### config.mk
export PLATFORM = sky130hd
export DESIGN_NAME = clock_with_display_select_core
export DESIGN_NICKNAME = d
export VERILOG_FILES = /design/src/rtl/cwds_pkg.sv /design/src/rtl/clock_with_display_select_core.sv
export SDC_FILE = /design/constraint.sdc
export NUM_CORES = 1
export LEC_CHECK = 0
export BUFFER_PORTS_ARGS = -buffer_cell sky130_fd_sc_hd__buf_4
export CAP_MARGIN = 20
export CORE_MARGIN = 2
export CORE_UTILIZATION = 40
export DETAILED_ROUTE_END_ITERATION = 6
export PLACE_DENSITY = 0.59
export SYNTH_ARGS = -nofsm -noshare
export SYNTH_HDL_FRONTEND = slang
export SYNTH_SLANG_ARGS = --single-unit
### constraint.sdc
create_clock -name clock -period 5.3 [get_ports clock]
set_input_delay 1.59 -clock clock [delete_from_list [all_inputs] [get_ports clock]]
set_output_delay 1.59 -clock clock [all_outputs]
set_load 0.005 [all_outputs]
### src/rtl/cwds_pkg.sv
// shared types, constants and the digit encoder for the display-select clock
// no dependencies; imported by clock_with_display_select_core
package cwds_pkg;

   localparam int unsigned TICK_W  = 10;
   localparam int unsigned BLINK_W = 10;
   localparam int unsigned PHASE_W = 8;
   localparam int unsigned CYCLE_W = 10;
   localparam int unsigned SEC_W   = 6;
   localparam int unsigned MIN_W   = 6;
   localparam int unsigned HOUR_W  = 5;
   localparam int unsigned SEG_W   = 7;
   localparam int unsigned CSR_W   = 10;
   localparam int unsigned ADDR_W  = 2;
   localparam int unsigned REQ_W   = 8;
   localparam int unsigned RSP_W   = 32;

   localparam logic [SEC_W-1:0]  SEC_LIMIT  = SEC_W'(60);
   localparam logic [MIN_W-1:0]  MIN_LIMIT  = MIN_W'(60);
   localparam logic [HOUR_W-1:0] HOUR_LIMIT = HOUR_W'(24);

   localparam logic [TICK_W-1:0]  TPS_RESET   = TICK_W'(100);
   localparam logic [BLINK_W-1:0] HALF_RESET  = BLINK_W'(50);
   localparam logic [PHASE_W-1:0] PHASE_RESET = PHASE_W'(50);

   typedef enum logic [ADDR_W-1:0] {
      REG_TICKS_PER_SECOND = 2'd0,
      REG_LED_HALF_PERIOD  = 2'd1,
      REG_PHASE_TICKS      = 2'd2
   } reg_index_type;

   typedef logic [SEG_W-1:0] seg_type;

   localparam seg_type SEG_CODE [10] = '{
      7'h3F, 7'h06, 7'h5B, 7'h4F, 7'h66, 7'h6D, 7'h7D, 7'h07, 7'h7F, 7'h67
   };

   typedef struct packed {
      logic [SEC_W-1:0]  seconds;
      logic [MIN_W-1:0]  minutes;
      logic [HOUR_W-1:0] hours;
      logic              led_on;
      seg_type           units_segments;
      seg_type           tens_segments;
   } rsp_type;

   // split a value below 64 into tens and units digits by compare chain
   function automatic logic [6:0] split_digits(input logic [SEC_W-1:0] value);
      logic [2:0] tens;
      logic [SEC_W-1:0] rest;
      tens = 3'd0;
      rest = value;
      for (int k = 6; k >= 1; k--) begin
         if (tens == 3'd0 && value >= SEC_W'(10 * k)) begin
            tens = 3'(k);
            rest = value - SEC_W'(10 * k);
         end
      end
      return {tens, rest[3:0]};
   endfunction

endpackage

### src/rtl/clock_with_display_select_core.sv
// display-select clock: tick carries, led blink, display mux and segment encode
// depends on cwds_pkg
//
//   channel   | direction | payload
//   req_      | in        | tdata[0] sw_a, tdata[1] sw_b
//   rsp_      | out       | tdata: tens_segments, units_segments, led_on,
//             |           |        hours, minutes, seconds
//   csr_      | in        | we, addr (register index), wdata
//
// one tick is taken per cycle while the output is not stalled; its result is in
// the output register the next cycle. the state counters and the output register
// are the only stages; the carry chain and the segment lookup sit between them.
// reset is synchronous; it restores the register defaults and clears all counters.
// a stalled result holds the output register, and a new tick is taken in the same
// cycle the held result transfers.
module clock_with_display_select_core (
   input  logic                                clock,
   input  logic                                reset,
   input  logic                                req_tvalid,
   output logic                                req_tready,
   input  logic [cwds_pkg::REQ_W-1:0]          req_tdata,   // sw_a, sw_b
   output logic                                rsp_tvalid,
   input  logic                                rsp_tready,
   // tens_segments, units_segments, led_on, hours, minutes, seconds
   output logic [cwds_pkg::RSP_W-1:0]          rsp_tdata,
   input  logic                                csr_we,
   input  logic [cwds_pkg::ADDR_W-1:0]         csr_addr,
   input  logic [cwds_pkg::CSR_W-1:0]          csr_wdata
);
   import cwds_pkg::*;

   logic [TICK_W-1:0]  tps_ff;
   logic [BLINK_W-1:0] half_ff;
   logic [PHASE_W-1:0] phase_ff;

   logic [TICK_W-1:0]  tick_ff, tick_in;
   logic [SEC_W-1:0]   sec_ff, sec_in;
   logic [MIN_W-1:0]   min_ff, min_in;
   logic [HOUR_W-1:0]  hour_ff, hour_in;
   logic [BLINK_W-1:0] blink_ff, blink_in;
   logic               led_ff, led_in;
   logic [CYCLE_W-1:0] cycle_ff, cycle_in;

   logic               rsp_valid_ff, rsp_valid_in;
   rsp_type            rsp_ff, rsp_in;

   logic               take;
   logic               sw_a, sw_b;
   logic [SEC_W-1:0]   shown;
   logic [6:0]         digits;
   logic [PHASE_W:0]   phase_x2;
   logic [CYCLE_W-1:0] phase_x3;
   logic [CYCLE_W-1:0] cycle_step;

   assign req_tready = !rsp_valid_ff || rsp_tready;
   assign take       = req_tvalid && req_tready;
   assign sw_a       = req_tdata[0];
   assign sw_b       = req_tdata[1];
   assign phase_x2   = {phase_ff, 1'b0};
   assign phase_x3   = CYCLE_W'({phase_ff, 1'b0}) + CYCLE_W'(phase_ff);

   always_comb begin
      tick_in    = tick_ff;
      sec_in     = sec_ff;
      min_in     = min_ff;
      hour_in    = hour_ff;
      blink_in   = blink_ff;
      led_in     = led_ff;
      cycle_step = cycle_ff;
      cycle_in   = cycle_ff;
      shown      = sec_ff;

      if (tick_ff >= tps_ff) begin
         tick_in = '0;
         sec_in  = sec_ff + SEC_W'(1);
      end
      if (sec_in >= SEC_LIMIT) begin
         sec_in = '0;
         min_in = min_ff + MIN_W'(1);
      end
      if (min_in >= MIN_LIMIT) begin
         min_in  = '0;
         hour_in = hour_ff + HOUR_W'(1);
      end
      if (hour_in >= HOUR_LIMIT) begin
         hour_in = '0;
      end

      if (blink_ff >= half_ff) begin
         blink_in = '0;
         led_in   = !led_ff;
      end

      case ({sw_a, sw_b})
         2'b00: shown = sec_in;
         2'b01: shown = SEC_W'(hour_in);
         2'b10: shown = min_in;
         default: begin
            if (cycle_ff < CYCLE_W'(phase_ff)) begin
               shown = sec_in;
            end else if (cycle_ff < CYCLE_W'(phase_x2)) begin
               shown = min_in;
            end else begin
               shown = SEC_W'(hour_in);
            end
            cycle_step = cycle_ff + CYCLE_W'(1);
         end
      endcase
      cycle_in = (cycle_step >= phase_x3) ? '0 : cycle_step;

      tick_in  = tick_in + TICK_W'(1);
      blink_in = blink_in + BLINK_W'(1);
   end

   assign digits = split_digits(shown);

   always_comb begin
      rsp_in.tens_segments  = SEG_CODE[{1'b0, digits[6:4]}];
      rsp_in.units_segments = SEG_CODE[digits[3:0]];
      rsp_in.led_on         = led_in;
      rsp_in.hours          = hour_in;
      rsp_in.minutes        = min_in;
      rsp_in.seconds        = sec_in;
      rsp_valid_in          = take || (rsp_valid_ff && !rsp_tready);
   end

   always_ff @(posedge clock) begin
      if (reset) begin
         tps_ff       <= TPS_RESET;
         half_ff      <= HALF_RESET;
         phase_ff     <= PHASE_RESET;
         tick_ff      <= '0;
         sec_ff       <= '0;
         min_ff       <= '0;
         hour_ff      <= '0;
         blink_ff     <= '0;
         led_ff       <= 1'b1;
         cycle_ff     <= '0;
         rsp_valid_ff <= 1'b0;
      end else begin
         if (csr_we) begin
            case (reg_index_type'(csr_addr))
               REG_TICKS_PER_SECOND: tps_ff   <= csr_wdata;
               REG_LED_HALF_PERIOD:  half_ff  <= csr_wdata;
               REG_PHASE_TICKS:      phase_ff <= csr_wdata[PHASE_W-1:0];
               default: ;
            endcase
         end
         if (take) begin
            tick_ff  <= tick_in;
            sec_ff   <= sec_in;
            min_ff   <= min_in;
            hour_ff  <= hour_in;
            blink_ff <= blink_in;
            led_ff   <= led_in;
            cycle_ff <= cycle_in;
         end
         rsp_valid_ff <= rsp_valid_in;
      end
   end

   always_ff @(posedge clock) begin
      if (take) begin
         rsp_ff <= rsp_in;
      end
   end

   assign rsp_tvalid = rsp_valid_ff;
   assign rsp_tdata  = rsp_ff;

endmodule
# [Word level (Yosys, flattened, before mapping)]
# Memories as Yosys holds them, arrays and structs flattened. A register that Yosys moved wholly into a read port is not among the register bits.
# Cells that the tools add are included.
# Widths: inputs -> output; s select.
[word_totals] romBits=224 mem_count=2 inputBits=25 latch_bits=0 register_bits=95 ramBits=0
[memory_table] name="(no name shown)" depth=16 word_bits=7 read_ports=1 rd_clocked_by_memory_dff=1 wr=0 line_no="clock_with_display_select_core.sv:119" text="rsp_in.units_segments = SEG_CODE[digits[3:0]];"
[memory_table] name="(no name shown)" depth=16 word_bits=7 read_ports=1 rd_clocked_by_memory_dff=1 wr=0 line_no="clock_with_display_select_core.sv:118" text="rsp_in.tens_segments = SEG_CODE[{1'b0, digits[6:4]}];"
[classes] order_cmp=14 reduce_logical=23 mul=0 shift=0 n_mux=26 n_div=0 bitwise_logic=2 add_sub_neg=13 eq_ne=4
[op_table] operator="$mux 10" n=4
[op_table] operator="$mux 6" n=6
[op_table] operator="$add 10x1->10 const B" n=3
[op_table] operator="$ge 10x10->1" n=3
[op_table] operator="$ge 6x6->1 const B" n=5
[op_table] operator="$mux 4" n=6
[op_table] operator="$mux 3" n=6
[op_table] operator="$pmux 6 s3" n=1
[op_table] operator="$sub 4x4->4 const B" n=4
[op_table] operator="$logic_not 3->1" n=5
[op_table] operator="$add 6x1->6 const B" n=2
[op_table] operator="$ge 6x5->1 const B" n=2
[op_table] operator="$add 9x8->10" n=1
[op_table] operator="$lt 10x8->1" n=1
[op_table] operator="$lt 10x9->1" n=1
[op_table] operator="$mux 5" n=2
[op_table] operator="$logic_and 1x1->1" n=7
[op_table] operator="$ge 6x4->1 const B" n=1
[op_table] operator="$reduce_and 2->1" n=3
[op_table] operator="$add 5x1->5 const B" n=1
[op_table] operator="$ge 5x5->1 const B" n=1
[op_table] operator="$not 3->5" n=1
[op_table] operator="$not 4->5" n=1
[op_table] operator="$eq 2x1->1 const B" n=2
[op_table] operator="other kinds (8)" n=13

# [Depth between registers and ports, before layout]
[depth] depth_word=29 ltp_mapped=31 ltp_nobuf=27

# [Worst setup path after synthesis]
# No wires, ideal clock.
[synth_timing] path_type="reg2reg" from="register tps_ff[7]" to="register, netlist name rsp_tdata[11]" setup_ns=0.262 stages_incl_launch_ff=25 arrival_time_ns=5.432 setup_slack_ns=-0.394 period_less_slack_ns=5.694 path_cell_list="dfxtp_1 > inv_1 > ha_1 > a211oi_1 > nor2_1 > or3_1 > or2_0 > buf_2 > mux2i_2 > a32oi_2 > mux2i_2 > o21a_4 > buf_6 > a21oi_1 > a311o_1 > o211a_1 > inv_1 > ha_1 > a32oi_2 > and4_1 > buf_2 > a2111o_1 > a32o_2 > a211oi_2 > mux2_1"
[synth_via] elab_chain_len=29
[synth_lines] element="from (decl)" line_no="clock_with_display_select_core.sv:32" text="logic [TICK_W-1:0] tps_ff;"
[synth_lines] element="from (signal assigned)" line_no="clock_with_display_select_core.sv:143" text="REG_TICKS_PER_SECOND: tps_ff <= csr_wdata;"
[synth_lines] element="$ge 10x10->1 *" line_no="clock_with_display_select_core.sv:73" text="if (tick_ff >= tps_ff) begin"
[synth_lines] element="$mux 6 *" line_no="clock_with_display_select_core.sv:73"
[synth_lines] element="$ge 6x6->1" line_no="clock_with_display_select_core.sv:77" text="if (sec_in >= SEC_LIMIT) begin"
[synth_lines] element="$mux 6" line_no="clock_with_display_select_core.sv:77"
[synth_lines] element="$ge 6x6->1" line_no="clock_with_display_select_core.sv:81" text="if (min_in >= MIN_LIMIT) begin"
[synth_lines] element="$mux 5" line_no="clock_with_display_select_core.sv:81"
[synth_lines] element="$ge 5x5->1" line_no="clock_with_display_select_core.sv:85" text="if (hour_in >= HOUR_LIMIT) begin"
[synth_lines] element="$mux 5" line_no="clock_with_display_select_core.sv:85"
[synth_lines] element="(+13 left out)"
[synth_lines] element="$mux 3" line_no="cwds_pkg.sv:54" text="if (tens == 3'd0 && value >= SEC_W'(10 * k)) begin"
[synth_lines] element="$logic_not 3->1" line_no="cwds_pkg.sv:54"
[synth_lines] element="$logic_and 1x1->1" line_no="cwds_pkg.sv:54"
[synth_lines] element="$mux 3" line_no="cwds_pkg.sv:54"
[synth_lines] element="$logic_not 3->1" line_no="cwds_pkg.sv:54"
[synth_lines] element="$logic_and 1x1->1" line_no="cwds_pkg.sv:54"
[synth_lines] element="$mux 4 *" line_no="cwds_pkg.sv:54"
[synth_lines] element="$not 4->5 (implied by the code) *" line_no="clock_with_display_select_core.sv:119"
# Mark *: on every way between the ends. The rest lies on a longest branch, timed or not.
# A chain may end at the register's enable or synchronous reset.

# [Worst setup path after layout]
[layout_timing] from="register tick_ff[6]" to="register, netlist name rsp_tdata[11]"
[layout_via] elab_chain_len=29
[layout_lines] element="from (decl)" line_no="clock_with_display_select_core.sv:36" text="logic [TICK_W-1:0] tick_ff, tick_in;"
[layout_lines] element="from (signal assigned)" line_no="clock_with_display_select_core.sv:150" text="tick_ff <= tick_in;"
[layout_lines] element="$ge 10x10->1 *" line_no="clock_with_display_select_core.sv:73"
[layout_lines] element="$mux 6 *" line_no="clock_with_display_select_core.sv:73"
[layout_lines] element="$ge 6x6->1" line_no="clock_with_display_select_core.sv:77"
[layout_lines] element="$mux 6" line_no="clock_with_display_select_core.sv:77"
[layout_lines] element="$ge 6x6->1" line_no="clock_with_display_select_core.sv:81"
[layout_lines] element="$mux 5" line_no="clock_with_display_select_core.sv:81"
[layout_lines] element="$ge 5x5->1" line_no="clock_with_display_select_core.sv:85"
[layout_lines] element="$mux 5" line_no="clock_with_display_select_core.sv:85"
[layout_lines] element="(+13 left out)"
[layout_lines] element="$mux 3" line_no="cwds_pkg.sv:54"
[layout_lines] element="$logic_not 3->1" line_no="cwds_pkg.sv:54"
[layout_lines] element="$logic_and 1x1->1" line_no="cwds_pkg.sv:54"
[layout_lines] element="$mux 3" line_no="cwds_pkg.sv:54"
[layout_lines] element="$logic_not 3->1" line_no="cwds_pkg.sv:54"
[layout_lines] element="$logic_and 1x1->1" line_no="cwds_pkg.sv:54"
[layout_lines] element="$mux 4 *" line_no="cwds_pkg.sv:54"
[layout_lines] element="$not 4->5 (implied by the code) *" line_no="clock_with_display_select_core.sv:119"
# Marked as above.

==> flow_summary.yaml <==
grt:
  grt_util_all_layers_pct: 18.1
  grt_overflow: 0
  antenna_found_initial: 0
  grt_pass1_vias: 5844
  grt_pass1_wl_um: 28600
  grt_max_degree: 78
critical_path:
  path_max_fanout: 5
  critPathBufInv: 1
  critPathKind: "reg2reg"
  start_kind: "register"
  r2r.worst_path.cells: 19
  cp-end-kind: "register"
  reg2reg_setup_slack_ps: -110
  crit_family: "simple AND/OR/NAND/NOR gates"
  cp.arrival_ps: 5520
  required_ps: 5410
  worst_path_max_delay_cell: "or4_4"
  r2r_end: "rsp_tdata[11]"
  cp_slowest_stage_delay_ps: 590
  r2r_start: "tick_ff[6]"
  cp_cell_sequence: "ha_2 -> nand4_1 -> a211oi_2 -> or3_4 -> or2_4 -> mux2i_4 -> a32oi_4 -> mux2i_2 -> o21a_4 -> mux2i_1 -> or4_4 -> ha_4 -> a32oi_4 -> a22oi_2 -> or2_4 -> buf_4 -> a32o_2 -> a211oi_2 -> mux2_4"
logic_synthesis:
  synth-xor-area-share_pct: 4.14
  synth-compound-area-share_pct: 18.1
  synth_edf_count: 32
  netlist_top_cells_count: "136 x nand2_1, 80 x a21oi_1, 77 x dfxtp_1"
  synth_top_family_by_area: "simple AND/OR/NAND/NOR gates"
  yosysMostFrequentCell: "nand2_1"
  syn-num-nets: 958
  yosysTopAreaCell: "dfxtp_1"
  synth_mux_area_share_pct: 2.52
  ys_async_sr_fraction_pct: 0
  synth_area_leaders: "dfxtp_1 21%, edfxtp_1 13%, ha_1 13%"
  netlist.area_leader.share_pct: 21.4
  synth-seq-cells: 109
  synth.yosys.seq_area_share_pct: 34.8
  yosysWarnings: 0
  synth_ff_type: "dfxtp_1"
  syn_inst: 857
  syn_area_um2: 7190
  avgSynthCellArea_um2: 8.39
  synth-simple-area-share_pct: 22.2
  synth_fa_ha_area_share_pct: 13.3
  synthDistinctLibCells: 78
route:
  met2_length_um: 8250
  final_antenna_net_count: 0
  remaining_drc_errors: 0
  routedWlPerCell_um: 14.2
  drt-met1-wl_um: 8270
  viasPerCell: 5.20
  wl_met3_um: 550
  num_vias: 6328
  highest_layer: "met4"
  drtIter0Drc: 296
  routed_wl_um: 17300
  drtPass1Iterations: 5
status:
  outcome: "finished, violations left"
  violations: "negative setup slack"
power_and_ir_drop:
  p_leak_nw: 3.87
  p_per_area_nw_per_um2: 203
  p_total_mw: 1.86
  vdd_drop_max_v: 0.000159
finish:
  n_fill_cell: 1695
  multi_input_area_um2: 4670
  ff_latch_area_um2: 2510
  fin_nets: 1085
  antenna_cells: 0
  final_area_um2: 9140
  syn2layout_area_growth_pct: 27.0
  final_util_pct: 51.4
  drive_gt1_share_pct: 24.6
sta:
  min_period_over_period_pct: 102
  min_period_ps: 5410
  final_hold_viol_count: 0
  setup_slack_ps: -112
  finClkSkew_ps: 11.4
  slew_viol_final: 0
  slew_headroom_pct: 43.6
  setup_viol: 5
  rsz0062_at_grt: "true"
  max_freq_ghz: 0.185
  tightest_slew_ps: 846
floorplanning:
  dieArea_um2: 19100
  start_util_pct: 40.5
  die_y_um: 138
  die_x_um: 138
  core_area_um2: 17800
  ios: 59
  rows: 49
clocking:
  tritoncts: "done"
  htreeDepth: 3
  cts-buffers-inserted: 9
  clk_pin_slew_worst_paths_ps: 80
  clk_path_buf_depth: 2
  cts-root-buf: "clkbuf_16"
  clock_sinks: 109
  clk_latency_ps: 370
  ctsHoldBuffers: 0
place:
  place_congestion: 0.875
  placedInstanceArea_um2: 8490
  preCtsSetupSlack_ps: -308
  dp_hpwl_um: 12400
  io_buffers: 52
hold_path:
  hold_depth: 2
  hp-class: "reg2reg"
  hold_start: "tps_ff[8]"
  hold_end: "tps_ff[8]"
flow_run:
  cap_violations: 0
[routing by layer]
| layer | vias to the layer above | track usage, % |
|---|---|---|
| li1 | 3264 | - |
| met1 | 2958 | 24.1 |
| met2 | 88 | 30.5 |
| met3 | 18 | 3.15 |
| met4 | 0 | 5.10 |
| met5 | - | 0 |
[state kept, by name, summed over array words and instances, names as in the netlist]
signal	flops
half_ff	10
led_ff	1
blink_ff	10
min_ff	6
sec_ff	6
rsp_tdata	32
tick_ff	10
hour_ff	5
cycle_ff	10
phase_ff	8
rsp_tvalid	1
tps_ff	10
[power breakdown]
| part | switching (mW) | internal (mW) |
|---|---|---|
| Sequential | 0.0142 | 0.888 |
| Clock | 0.360 | 0.337 |
| Combinational | 0.138 | 0.121 |
[worst max-delay path by stage]
stage / from / end / slack, ps / cells past startpoint
after global placement: tps_ff[4] / rsp_tdata[7] / -310 / 23
final: tick_ff[6] / rsp_tdata[11] / -110 / 19
after detailed placement: tps_ff[4] / rsp_tdata[11] / -310 / 20
after CTS: tps_ff[6] / rsp_tdata[7] / 3 / 26
after floorplan: tick_ff[7] / rsp_tdata[11] / -110 / 23
after global routing: tps_ff[6] / rsp_tdata[11] / -330 / 21
[placed cells by master (no fill, tap or decap), drive strengths merged, types with 8 or more instances in the layout]
cell and count:
o21ai 34, ha 75, xnor2 21, xor2 13, dfxtp 77, edfxtp 32, nor3 10, inv 56
nand2 136, mux2i 14, and3 11, and2 9, nor2b 11, a21oi 82, nand3 25, a211oi 8
buf 153, nor2 74, clkbuf 9, nand2b 25
[what timing repair did]
item | 4_1_cts | 5_1_grt
pin swaps | 20 | 8
setup endpoints to repair | 9 | 10
resized for setup | 33 | 20
buffers inserted | 7 | 5
gates cloned | 1 | 0
[worst reg2reg max path: cells and delay by family, from the launching register on]
kind	cells	cell delay (ps)
adders and majority gates	2	480
and+or+nand+nor	5	1720
muxes	4	980
DFF	1	370
AOI/OAI and AO/OA	7	1480
buffers and inverters	1	160
[stage by stage]
| step | hold slack, ps | std cells | TNS (ps) |
|---|---|---|---|
| floorplan | 436 | 857 | -402 |
| global placement | 443 | 1189 | -2100 |
| detailed placement | 449 | 1189 | -2060 |
| CTS | 458 | 1213 | 0 |
| global route | 474 | 1218 | -2030 |
| finish | 453 | 1218 | -178 |
[cell type report]
cell class | count | area share [%]
inverter | 51 | 2.18
sequential | 109 | 27.5
timing repair buffer | 153 | 12.8
tap | 229 | 3.14
clock inverter | 7 | 0.808
clock buffer | 9 | 2.46
multi-input combinational | 660 | 51.2
[logic make-up (layout without fill, tap and decap cells)]
| family | after synthesis | after routing |
|---|---|---|
| AOI/OAI and AO/OA | 193 | 194 |
| and+or+nand+nor | 339 | 339 |
| adders and majority gates | 76 | 76 |
| xor gates and xnor gates | 34 | 34 |
| DFF | 109 | 109 |
| buffers and inverters | 89 | 220 |
| muxes | 17 | 17 |
Note: power is estimated with default switching activity, not from simulation.
